==> config.mk <==
export PLATFORM = sky130hd
export DESIGN_NAME = offset_reorder_buffer_top
export DESIGN_NICKNAME = d
export VERILOG_FILES = /design/src/rtl/orb_pkg.sv /design/src/rtl/orb_datapath.sv /design/src/rtl/orb_ctrl.sv /design/src/rtl/orb_last.sv /design/src/rtl/offset_reorder_buffer_top.sv
export SDC_FILE = /design/constraint.sdc
export NUM_CORES = 2
export LEC_CHECK = 0
export ABC_AREA = 0
export BUFFER_PORTS_ARGS = -buffer_cell sky130_fd_sc_hd__buf_2
export CAP_MARGIN = 25
export CORE_ASPECT_RATIO = 0.75
export CORE_MARGIN = 1
export CORE_UTILIZATION = 25
export CTS_CLUSTER_SIZE = 10
export DETAILED_ROUTE_END_ITERATION = 8
export HOLD_SLACK_MARGIN = 0.12
export MAX_ROUTING_LAYER = met4
export PLACE_DENSITY = 0.5
export SYNTH_ARGS = -nofsm -noshare
export SYNTH_HDL_FRONTEND = slang
export SYNTH_HIERARCHICAL = 1
export SYNTH_SLANG_ARGS = --single-unit
export TNS_END_PERCENT = 100
==> constraint.sdc <==
create_clock -name clk -period 16.5 [get_ports clk]
set_input_delay 3.3 -clock clk [delete_from_list [all_inputs] [get_ports clk]]
set_output_delay 3.3 -clock clk [all_outputs]
set_load 0.005 [all_outputs]
==> src/rtl/orb_pkg.sv <==
// ----------------------------------------------------------------------------
// orb_pkg
// shared types and codes for the offset reorder buffer
// ----------------------------------------------------------------------------
package orb_pkg;

  localparam int LEN_BITS = 21;

  // result kinds
  localparam logic [1:0] KIND_DATA = 2'd0;
  localparam logic [1:0] KIND_END  = 2'd1;
  localparam logic [1:0] KIND_ERR  = 2'd2;

  // error codes
  localparam logic [1:0] ERR_NONE = 2'd0;
  localparam logic [1:0] ERR_NEG  = 2'd1;
  localparam logic [1:0] ERR_FULL = 2'd2;

  // configuration register indexes
  localparam logic [1:0] REG_UNORDERED = 2'd0;
  localparam logic [1:0] REG_STREAMS   = 2'd1;
  localparam logic [1:0] REG_START     = 2'd2;
  localparam logic [1:0] REG_LIMIT     = 2'd3;

  // result source select
  localparam logic [1:0] SRC_INPUT = 2'd0;
  localparam logic [1:0] SRC_END   = 2'd2;

  // controller to datapath commands
  typedef struct packed {
    logic       load_in;     // capture the input request
    logic       decide;      // classify the captured request
    logic       hold;        // store the captured request in a free slot
    logic       advance_in;  // expected offset += captured length
    logic       release_hit; // free matched slot, advance, capture its entry
    logic       emit;        // load the output register
    logic [1:0] src;
    logic [1:0] kind;
    logic [1:0] err;
    logic       last;
    logic       stream_dec;
    logic       set_halt;
    logic       scan;        // register the match search
  } orb_cmd_t;

  // datapath to controller status
  typedef struct packed {
    logic halted;
    logic finished;
    logic zero_len;
    logic unordered;
    logic neg;
    logic match;
    logic free_found;
    logic full_after;
    logic streams_one;
    logic hit;
  } orb_sts_t;

endpackage

==> src/rtl/orb_datapath.sv <==
// ----------------------------------------------------------------------------
// orb_datapath
// hold table, expected offset, stream count and output register
// ----------------------------------------------------------------------------
module orb_datapath #(
  parameter int HOLD_DEPTH  = 16,
  parameter int OFFSET_BITS = 48,
  parameter int TAG_BITS    = 8
) (
  input  logic                              clk,
  input  logic                              rst_n,
  input  logic                              cfg_we,
  input  logic [1:0]                        cfg_idx,
  input  logic [OFFSET_BITS-1:0]            cfg_data,
  input  logic [TAG_BITS-1:0]               in_buffer_tag,
  input  logic signed [OFFSET_BITS:0]       in_byte_offset,
  input  logic [orb_pkg::LEN_BITS-1:0]      in_byte_length,
  input  orb_pkg::orb_cmd_t                 cmd,
  output orb_pkg::orb_sts_t                 sts,
  input  logic                              out_ready,
  output logic                              out_valid,
  output logic [TAG_BITS-1:0]               out_tag,
  output logic signed [OFFSET_BITS:0]       out_offset,
  output logic [orb_pkg::LEN_BITS-1:0]      out_length,
  output logic [1:0]                        out_kind,
  output logic [1:0]                        error_code,
  output logic                              last_of_run
);

  localparam int IDX_BITS = $clog2(HOLD_DEPTH);
  localparam int CNT_BITS = $clog2(HOLD_DEPTH + 1);
  localparam int LEN_BITS = orb_pkg::LEN_BITS;

  // configuration
  logic                   unordered_r;
  logic [4:0]             limit_r;
  logic [OFFSET_BITS-1:0] expected_r;
  logic [7:0]             streams_left_r;
  logic                   halted_r;

  // captured request, or the held entry being released
  logic [TAG_BITS-1:0]    c_tag_r;
  logic [OFFSET_BITS:0]   c_off_r;
  logic [LEN_BITS-1:0]    c_len_r;

  // hold table
  logic [HOLD_DEPTH-1:0]  hv_r;
  logic [OFFSET_BITS-1:0] ho_r [HOLD_DEPTH];
  logic [LEN_BITS-1:0]    hl_r [HOLD_DEPTH];
  logic [TAG_BITS-1:0]    ht_r [HOLD_DEPTH];
  logic [CNT_BITS-1:0]    count_r;

  // registered search results
  logic                   hit_r;
  logic [IDX_BITS-1:0]    hit_idx_r;
  logic                   free_r;
  logic [IDX_BITS-1:0]    free_idx_r;
  logic                   match_r;
  logic                   full_r;

  logic                   hit_c, free_c;
  logic [IDX_BITS-1:0]    hit_idx_c, free_idx_c;
  logic [CNT_BITS-1:0]    limit_eff;

  // lowest matching and lowest free slot
  always_comb begin
    hit_c = 1'b0;
    hit_idx_c = '0;
    free_c = 1'b0;
    free_idx_c = '0;
    for (int i = HOLD_DEPTH - 1; i >= 0; i--) begin
      if (hv_r[i] && ho_r[i] == expected_r) begin
        hit_c = 1'b1;
        hit_idx_c = IDX_BITS'(i);
      end
      if (!hv_r[i]) begin
        free_c = 1'b1;
        free_idx_c = IDX_BITS'(i);
      end
    end
  end

  // effective limit clamped to 1..HOLD_DEPTH
  always_comb begin
    if (limit_r == 5'd0) begin
      limit_eff = CNT_BITS'(1);
    end else if (32'(limit_r) > HOLD_DEPTH) begin
      limit_eff = CNT_BITS'(HOLD_DEPTH);
    end else begin
      limit_eff = CNT_BITS'(limit_r);
    end
  end

  // control state
  always_ff @(posedge clk) begin
    if (!rst_n) begin
      unordered_r    <= 1'b0;
      limit_r        <= 5'd16;
      expected_r     <= '0;
      streams_left_r <= 8'd1;
      halted_r       <= 1'b0;
      hv_r           <= '0;
      count_r        <= '0;
      hit_r          <= 1'b0;
      out_valid      <= 1'b0;
    end else begin
      if (cfg_we) begin
        unique case (cfg_idx)
          orb_pkg::REG_UNORDERED: unordered_r <= cfg_data[0];
          orb_pkg::REG_STREAMS: streams_left_r <= cfg_data[7:0];
          orb_pkg::REG_START: expected_r <= cfg_data;
          orb_pkg::REG_LIMIT: limit_r <= cfg_data[4:0];
          default: ;
        endcase
      end
      if (cmd.scan) begin
        hit_r <= hit_c;
      end
      if (cmd.stream_dec) begin
        streams_left_r <= streams_left_r - 8'd1;
      end
      if (cmd.set_halt) begin
        halted_r <= 1'b1;
      end
      if (cmd.advance_in) begin
        expected_r <= expected_r + OFFSET_BITS'(c_len_r);
      end
      if (cmd.hold) begin
        hv_r[free_idx_r] <= 1'b1;
        count_r <= count_r + CNT_BITS'(1);
      end
      if (cmd.release_hit) begin
        hv_r[hit_idx_r] <= 1'b0;
        count_r <= count_r - CNT_BITS'(1);
        expected_r <= expected_r + OFFSET_BITS'(hl_r[hit_idx_r]);
        hit_r <= 1'b0;
      end
      if (cmd.emit) begin
        out_valid <= 1'b1;
      end else if (out_ready) begin
        out_valid <= 1'b0;
      end
    end
  end

  // payload registers
  always_ff @(posedge clk) begin
    if (cmd.load_in) begin
      c_tag_r <= in_buffer_tag;
      c_off_r <= in_byte_offset;
      c_len_r <= in_byte_length;
    end else if (cmd.release_hit) begin
      c_tag_r <= ht_r[hit_idx_r];
      c_off_r <= {1'b0, ho_r[hit_idx_r]};
      c_len_r <= hl_r[hit_idx_r];
    end
    if (cmd.scan) begin
      hit_idx_r  <= hit_idx_c;
      free_r     <= free_c;
      free_idx_r <= free_idx_c;
    end
    if (cmd.decide) begin
      match_r <= (c_off_r[OFFSET_BITS-1:0] == expected_r);
      full_r  <= (count_r + CNT_BITS'(1)) >= limit_eff;
    end
    if (cmd.hold) begin
      ho_r[free_idx_r] <= c_off_r[OFFSET_BITS-1:0];
      hl_r[free_idx_r] <= c_len_r;
      ht_r[free_idx_r] <= c_tag_r;
    end
    if (cmd.emit) begin
      unique case (cmd.src)
        orb_pkg::SRC_END: begin
          out_tag    <= '0;
          out_offset <= {1'b0, expected_r};
          out_length <= '0;
        end
        default: begin
          out_tag    <= c_tag_r;
          out_offset <= c_off_r;
          out_length <= c_len_r;
        end
      endcase
      out_kind    <= cmd.kind;
      error_code  <= cmd.err;
      last_of_run <= cmd.last;
    end
  end

  // status to the controller
  always_comb begin
    sts.halted      = halted_r;
    sts.finished    = (streams_left_r == 8'd0);
    sts.zero_len    = (c_len_r == '0);
    sts.unordered   = unordered_r;
    sts.neg         = c_off_r[OFFSET_BITS];
    sts.match       = match_r;
    sts.free_found  = free_r;
    sts.full_after  = full_r;
    sts.streams_one = (streams_left_r == 8'd1);
    sts.hit         = hit_r;
  end

endmodule

==> src/rtl/orb_ctrl.sv <==
// ----------------------------------------------------------------------------
// orb_ctrl
// sequencer for accept, classify, hold and chained release
// ----------------------------------------------------------------------------
module orb_ctrl (
  input  logic              clk,
  input  logic              rst_n,
  input  logic              in_valid,
  output logic              in_ready,
  input  logic              out_valid,
  input  logic              out_ready,
  input  orb_pkg::orb_sts_t sts,
  output orb_pkg::orb_cmd_t cmd
);

  localparam logic [2:0] ST_IDLE   = 3'd0;
  localparam logic [2:0] ST_SCAN   = 3'd1;
  localparam logic [2:0] ST_DECIDE = 3'd2;
  localparam logic [2:0] ST_CHAIN  = 3'd3;
  localparam logic [2:0] ST_EMIT   = 3'd4;

  logic [2:0] state_r, state_nxt;
  logic       out_free;

  // output register can take a new result
  assign out_free = !out_valid || out_ready;
  assign in_ready = (state_r == ST_IDLE);

  always_ff @(posedge clk) begin
    if (!rst_n) begin
      state_r <= ST_IDLE;
    end else begin
      state_r <= state_nxt;
    end
  end

  always_comb begin
    state_nxt = state_r;
    cmd = '0;
    unique case (state_r)
      ST_IDLE: begin
        if (in_valid) begin
          cmd.load_in = 1'b1;
          state_nxt = ST_SCAN;
        end
      end
      // search the table and register compares
      ST_SCAN: begin
        cmd.scan   = 1'b1;
        cmd.decide = 1'b1;
        state_nxt  = ST_DECIDE;
      end
      ST_DECIDE: begin
        if (sts.halted || sts.finished) begin
          state_nxt = ST_IDLE;
        end else if (sts.zero_len) begin
          if (!sts.streams_one) begin
            cmd.stream_dec = 1'b1;
            state_nxt = ST_IDLE;
          end else if (out_free) begin
            cmd.stream_dec = 1'b1;
            cmd.emit = 1'b1;
            cmd.src  = orb_pkg::SRC_END;
            cmd.kind = orb_pkg::KIND_END;
            cmd.last = 1'b1;
            state_nxt = ST_IDLE;
          end
        end else if (sts.unordered) begin
          if (out_free) begin
            cmd.emit = 1'b1;
            cmd.last = 1'b1;
            state_nxt = ST_IDLE;
          end
        end else if (sts.neg) begin
          if (out_free) begin
            cmd.emit = 1'b1;
            cmd.kind = orb_pkg::KIND_ERR;
            cmd.err  = orb_pkg::ERR_NEG;
            cmd.last = 1'b1;
            cmd.set_halt = 1'b1;
            state_nxt = ST_IDLE;
          end
        end else if (!sts.match) begin
          if (sts.free_found && !sts.full_after) begin
            cmd.hold = 1'b1;
            state_nxt = ST_IDLE;
          end else if (out_free) begin
            cmd.hold = sts.free_found;
            cmd.emit = 1'b1;
            cmd.kind = orb_pkg::KIND_ERR;
            cmd.err  = orb_pkg::ERR_FULL;
            cmd.last = 1'b1;
            cmd.set_halt = 1'b1;
            state_nxt = ST_IDLE;
          end
        end else begin
          // in order: advance now, send once the next lookup is known
          cmd.advance_in = 1'b1;
          state_nxt = ST_CHAIN;
        end
      end
      // look up the next held entry at the new expected offset
      ST_CHAIN: begin
        cmd.scan  = 1'b1;
        state_nxt = ST_EMIT;
      end
      // send the pending release, last when nothing more matches
      ST_EMIT: begin
        if (out_free) begin
          cmd.emit = 1'b1;
          cmd.src  = orb_pkg::SRC_INPUT;
          cmd.kind = orb_pkg::KIND_DATA;
          cmd.err  = orb_pkg::ERR_NONE;
          cmd.last = !sts.hit;
          if (sts.hit) begin
            cmd.release_hit = 1'b1;
            state_nxt = ST_CHAIN;
          end else begin
            state_nxt = ST_IDLE;
          end
        end
      end
      default: state_nxt = ST_IDLE;
    endcase
  end

endmodule

==> src/rtl/orb_last.sv <==
// ----------------------------------------------------------------------------
// orb_last
// output register stage between the datapath and the result port
// ----------------------------------------------------------------------------
module orb_last #(
  parameter int OFFSET_BITS = 48,
  parameter int TAG_BITS    = 8
) (
  input  logic                         clk,
  input  logic                         rst_n,
  input  logic                         a_valid,
  output logic                         a_ready,
  input  logic [TAG_BITS-1:0]          a_tag,
  input  logic signed [OFFSET_BITS:0]  a_offset,
  input  logic [orb_pkg::LEN_BITS-1:0] a_length,
  input  logic [1:0]                   a_kind,
  input  logic [1:0]                   a_err,
  input  logic                         a_last,
  input  logic                         out_ready,
  output logic                         out_valid,
  output logic [TAG_BITS-1:0]          out_tag,
  output logic signed [OFFSET_BITS:0]  out_offset,
  output logic [orb_pkg::LEN_BITS-1:0] out_length,
  output logic [1:0]                   out_kind,
  output logic [1:0]                   error_code,
  output logic                         last_of_run
);

  // one staged result, refilled as it leaves
  logic                         valid_r;
  logic [TAG_BITS-1:0]          t_r;
  logic [OFFSET_BITS:0]         o_r;
  logic [orb_pkg::LEN_BITS-1:0] l_r;
  logic [1:0]                   k_r, e_r;
  logic                         f_r;

  assign a_ready   = !valid_r || out_ready;
  assign out_valid = valid_r;

  always_ff @(posedge clk) begin
    if (!rst_n) begin
      valid_r <= 1'b0;
    end else if (a_ready) begin
      valid_r <= a_valid;
    end
  end

  always_ff @(posedge clk) begin
    if (a_valid && a_ready) begin
      t_r <= a_tag;
      o_r <= a_offset;
      l_r <= a_length;
      k_r <= a_kind;
      e_r <= a_err;
      f_r <= a_last;
    end
  end

  assign out_tag     = t_r;
  assign out_offset  = o_r;
  assign out_length  = l_r;
  assign out_kind    = k_r;
  assign error_code  = e_r;
  assign last_of_run = f_r;

endmodule

==> src/rtl/offset_reorder_buffer_top.sv <==
// ----------------------------------------------------------------------------
// offset_reorder_buffer_top
// in-order release of buffer descriptors by byte offset
// ----------------------------------------------------------------------------
// One request is taken at a time. A request that is held, ignored, ends a
// stream, passes through in unordered mode or raises an error goes through
// the scan and decide states before the next one can be accepted. For one
// that matches the expected offset and releases held entries after it, each
// result waits for a registered lowest-match search of the hold table and is
// then sent, and the search that finds nothing marks the last result of the
// run. Every result passes two output registers, the datapath output register
// and then the orb_last stage, before the result port; while both are full
// the sequencer stalls and the input stays blocked.
module offset_reorder_buffer_top #(
  parameter int HOLD_DEPTH  = 16,
  parameter int OFFSET_BITS = 48,
  parameter int TAG_BITS    = 8
) (
  input  logic                         clk,
  input  logic                         rst_n,
  input  logic                         cfg_we,
  input  logic [1:0]                   cfg_idx,
  input  logic [OFFSET_BITS-1:0]       cfg_data,
  input  logic                         in_valid,
  output logic                         in_ready,
  input  logic [TAG_BITS-1:0]          in_buffer_tag,
  input  logic signed [OFFSET_BITS:0]  in_byte_offset,
  input  logic [orb_pkg::LEN_BITS-1:0] in_byte_length,
  output logic                         out_valid,
  input  logic                         out_ready,
  output logic [TAG_BITS-1:0]          out_tag,
  output logic signed [OFFSET_BITS:0]  out_offset,
  output logic [orb_pkg::LEN_BITS-1:0] out_length,
  output logic [1:0]                   out_kind,
  output logic [1:0]                   out_error_code,
  output logic                         out_last_of_run
);

  orb_pkg::orb_cmd_t cmd;
  orb_pkg::orb_sts_t sts;

  logic                         s_valid, s_ready;
  logic [TAG_BITS-1:0]          s_tag;
  logic signed [OFFSET_BITS:0]  s_off;
  logic [orb_pkg::LEN_BITS-1:0] s_len;
  logic [1:0]                   s_kind, s_err;
  logic                         s_last;

  orb_ctrl u_ctrl (
    .clk       (clk),
    .rst_n     (rst_n),
    .in_valid  (in_valid),
    .in_ready  (in_ready),
    .out_valid (s_valid),
    .out_ready (s_ready),
    .sts       (sts),
    .cmd       (cmd)
  );

  orb_datapath #(
    .HOLD_DEPTH  (HOLD_DEPTH),
    .OFFSET_BITS (OFFSET_BITS),
    .TAG_BITS    (TAG_BITS)
  ) u_dp (
    .clk            (clk),
    .rst_n          (rst_n),
    .cfg_we         (cfg_we),
    .cfg_idx        (cfg_idx),
    .cfg_data       (cfg_data),
    .in_buffer_tag  (in_buffer_tag),
    .in_byte_offset (in_byte_offset),
    .in_byte_length (in_byte_length),
    .cmd            (cmd),
    .sts            (sts),
    .out_ready      (s_ready),
    .out_valid      (s_valid),
    .out_tag        (s_tag),
    .out_offset     (s_off),
    .out_length     (s_len),
    .out_kind       (s_kind),
    .error_code     (s_err),
    .last_of_run    (s_last)
  );

  orb_last #(
    .OFFSET_BITS (OFFSET_BITS),
    .TAG_BITS    (TAG_BITS)
  ) u_last (
    .clk         (clk),
    .rst_n       (rst_n),
    .a_valid     (s_valid),
    .a_ready     (s_ready),
    .a_tag       (s_tag),
    .a_offset    (s_off),
    .a_length    (s_len),
    .a_kind      (s_kind),
    .a_err       (s_err),
    .a_last      (s_last),
    .out_ready   (out_ready),
    .out_valid   (out_valid),
    .out_tag     (out_tag),
    .out_offset  (out_offset),
    .out_length  (out_length),
    .out_kind    (out_kind),
    .error_code  (out_error_code),
    .last_of_run (out_last_of_run)
  );

endmodule
==> summary.md <==
| Metric | Value |
|---|---|
| Root Buffer Master | clkbuf_16 |
| Measured slew at the worst slew-check pin | 1310 ps |
| Sequential power share | 0.480 |
| # DRC | 48 |
| Tcrit/Tclk final | 0.412 |
| CTS sink count | 1577 |
| Placed Cells | 8588 |
| M3 GR Usage | 0.110 |
| HP Class | reg2reg |
| Outcome | complete, but fails checks |
| Layout Cells excl Fill | 8905 |
| Largest net degree at the start of global routing | 90 |
| Initial antenna violation count | 57 |
| Final setup fails | 0 |
| IO buf count | 217 |
| Leakage Power | 28.1 nW |
| Most numerous cell in the Yosys netlist | edfxtp_1 |
| Sum of negative setup slack | 0 ps |
| Area leader, netlist | edfxtp_1 |
| Slew margin rel. | 0.122 |
| Mapped Area | 73300 um^2 |
| Async set-reset flop share out of synthesis | 0 |
| Post-synth top flop | edfxtp_1 |
| Global-route wire length before repair | 451 mm |
| CP max stage cell | nor2_1 |
| Post-Syn Instances | 4536 |
| Maximum root-to-sink buffer count | 4 |
| Most area-consuming cells after synthesis | edfxtp_1, mux4_2, xor2_1 |
| Crit end category | flip-flop |
| Avg WL per Cell | 39.2 um |
| Fin. Hold Viols | 0 |
| Number of global-route vias before repair | 44700 |
| Final Max Tran Viols | 0 |
| Fraction of layout cells with a size suffix above 1 | 0.249 |
| Synth top area share | 0.609 |
| Initial Util | 0.252 |
| Core Region | 291000 um^2 |
| Comb power frac | 0.132 |
| CTS tree | yes |
| FF-to-FF path depth | 15 |
| Max-Cap Viols | 0 |
| Post-synth EDFFs | 1487 |
| Pwr Total | 9.64 mW |
| Critical path type | in2reg |
| Fmax | 0.147 GHz |
| Seq/Total Area, Yosys | 0.634 |
| Gp weighted congestion | 1.09 |
| CP arrival | 7500 ps |
| Setup bufs post-CTS | 0 |
| Failing checks | design-rule violations |
| Minimum clock period | 6800 ps |
| Yosys reg bits | 1577 |
| Startpoint Class | primary input |
| Synthesis Warnings | 6 |
| Worst Skew | 91.1 ps |
| Synthesized area per cell | 16.2 um^2 |
| CTS Hold Bufs | 0 |
| Worst-path clk slew | 60 ps |
| H-Tree Depth | 4 |
| Number of buffers created by CTS | 189 |
| Clock power frac | 0.388 |
| Number of cell rows | 171 |
| Multi-input gate area | 25300 um^2 |
| Setup slack, reg-to-reg | 9890 ps |
| Commonest cells in the netlist | edfxtp_1, xor2_1, mux4_2, xnor2_1, nor4_1 |
| GRT Total Usage | 0.237 |
| Max incr delay on CP | 780 ps |
| Post-CTS sizing | 0 |
| RSZ-0062 raised after global routing | false |
| Die area | 295000 um^2 |
| Pre-CTS setup slack | 9040 ps |
| Crit-path cells | buf_2 -> nand2b_4 -> or2b_4 -> and3_1 -> and2_2 -> nor2_1 -> nand2_1 -> nand2_1 -> nor2_1 -> nand2_1 -> nand2_1 -> a221o_1 -> o21ai_0 -> o211ai_1 |
| Met2 Usage GRT | 0.309 |
| Met1 usage in global routing | 0.327 |
| Critical path peak fanout | 18 |
| DIE WIDTH | 627 um |
| Worst-case vdd ir drop | 0.0763 mV |
| P_sw | 2.64 mW |
| Num ports | 218 |
| Fillers | 29000 |
| Area delta synth->final | 16.3% |
| Reg area | 46500 um^2 |
| Syn_nets | 4723 |
| Net Sw Frac | 0.274 |
| Via count | 48400 |
| P per Cell Area | 113 nW/um^2 |
| Grt ovf | 0 |
| GR peak layer | met1 |
| Post-route ant nets | 0 |
| Total wire length | 349 mm |
| Power Internal | 7.00 mW |
| Clk_lat worst skew | 860 ps |
| Die Span Y | 471 um |
| Hold depth | 0 |
| Layout Nets | 5104 |
| Critical Path Most Common Cell | nand2_1 |
| Half-perimeter wire length after placement | 254 mm |
| DRT Pass-1 Iters | 9 |
| Yosys cell types | 91 |
| Fin worst setup slack | 9700 ps |
| DRT iter0 DRCs | 8249 |
| Routed vias/inst | 5.44 |
| Req. time, crit path | 17190 ps |
## kinds of logic after synthesis
group	count (synthesis)	synth area share
other	1	0.0000512
AOI/OAI and AO/OA	456	0.0437
buffers and inverters	358	0.0232
and+or+nand+nor	789	0.0582
adders and majority gates	54	0.00943
xor gates and xnor gates	805	0.0962
muxes	496	0.135
DFF	1577	0.634
## flip-flops by register name, summed over array words and instances (netlist names), 5 cells and up
name                 cells
u_dp/limit_r             5
u_last/out_length       21
u_last/out_offset       49
u_dp/c_tag_r             8
u_dp/out_length         21
u_last/out_tag           8
u_dp/out_tag             8
u_dp/ho_r              768
u_dp/count_r             5
u_dp/c_len_r            21
u_dp/streams_left_r      8
u_dp/hv_r               16
u_dp/out_offset         49
u_dp/ht_r              128
u_dp/c_off_r            49
u_dp/expected_r         48
u_dp/hl_r              336
## final timing paths
| path | start | end |
|---|---|---|
| min | u_dp/out_offset[14] | u_last/out_offset[14] |
| max | out_ready | u_dp/expected_r[38] |
| max reg2reg | u_dp/c_len_r[7] | u_dp/expected_r[38] |
| min reg2reg | u_dp/out_offset[14] | u_last/out_offset[14] |
## critical path, delay by kind of cell
family / cells / cell delay, ps
buf+inv: 1 / 100
compound gates: 3 / 600
simple gates: 10 / 3470
## power by group through the flow
stage | registers [mW] | clock network (mW) | logic, mW
floorplan | 4.69 | 0 | 0.605
global placement | 4.70 | 0 | 1.21
detailed placement | 4.71 | 0 | 1.20
CTS | 4.62 | 3.79 | 1.21
global route | 4.63 | 3.92 | 1.28
finish | 4.63 | 3.74 | 1.27
## placed cells by master (no fill, tap or decap), types with 11 or more instances in the layout
cell	count
a211oi_1	25
a21o_1	29
a21oi_1	96
a221oi_1	19
a31oi_1	11
and2_1	39
and3_1	23
buf_2	226
buf_4	225
clkbuf_1	36
clkbuf_16	191
clkinv_1	12
dfxtp_1	88
diode_2	40
edfxtp_1	1487
ha_1	52
inv_1	78
mux2_2	97
mux2i_1	14
mux4_2	385
nand2_1	137
nand2b_1	21
nand3_1	59
nand4_1	109
nor2_1	114
nor2b_1	21
nor3_1	40
nor4_1	132
nor4_2	17
o21a_1	11
o21ai_0	93
o221a_2	17
o221ai_1	11
o22ai_1	26
o2bb2ai_1	12
xnor2_1	309
xor2_1	496
## per-stage QoR
stage / hold WS [ps] / utilization / area [um^2]
floorplan: 400 / - / 73300
CTS: 393 / 0.292 / 84900
detailed placement: 405 / 0.275 / 79800
finish: 403 / 0.293 / 85200
global route: 406 / 0.293 / 85200
global placement: 402 / 0.274 / 79700
## per-layer routing
layer	routed length, um	vias up	part of all wire
li1	-	18600	-
met1	151000	26000	0.43
met2	139000	3403	0.40
met3	49500	452	0.14
met4	10300	0	0.029
met5	0	-	0
## layout make-up
cell class              instances  share of cell area
flip-flops and latches       1577               0.545
multi-input cells            2601               0.297
clock buffers                 230              0.0581
well taps                    3892              0.0571
repair buffers                467              0.0362
inverters                      81             0.00357
clock inverters                17             0.00135
diodes                         40             0.00117
(Power assumes the default switching activity.)
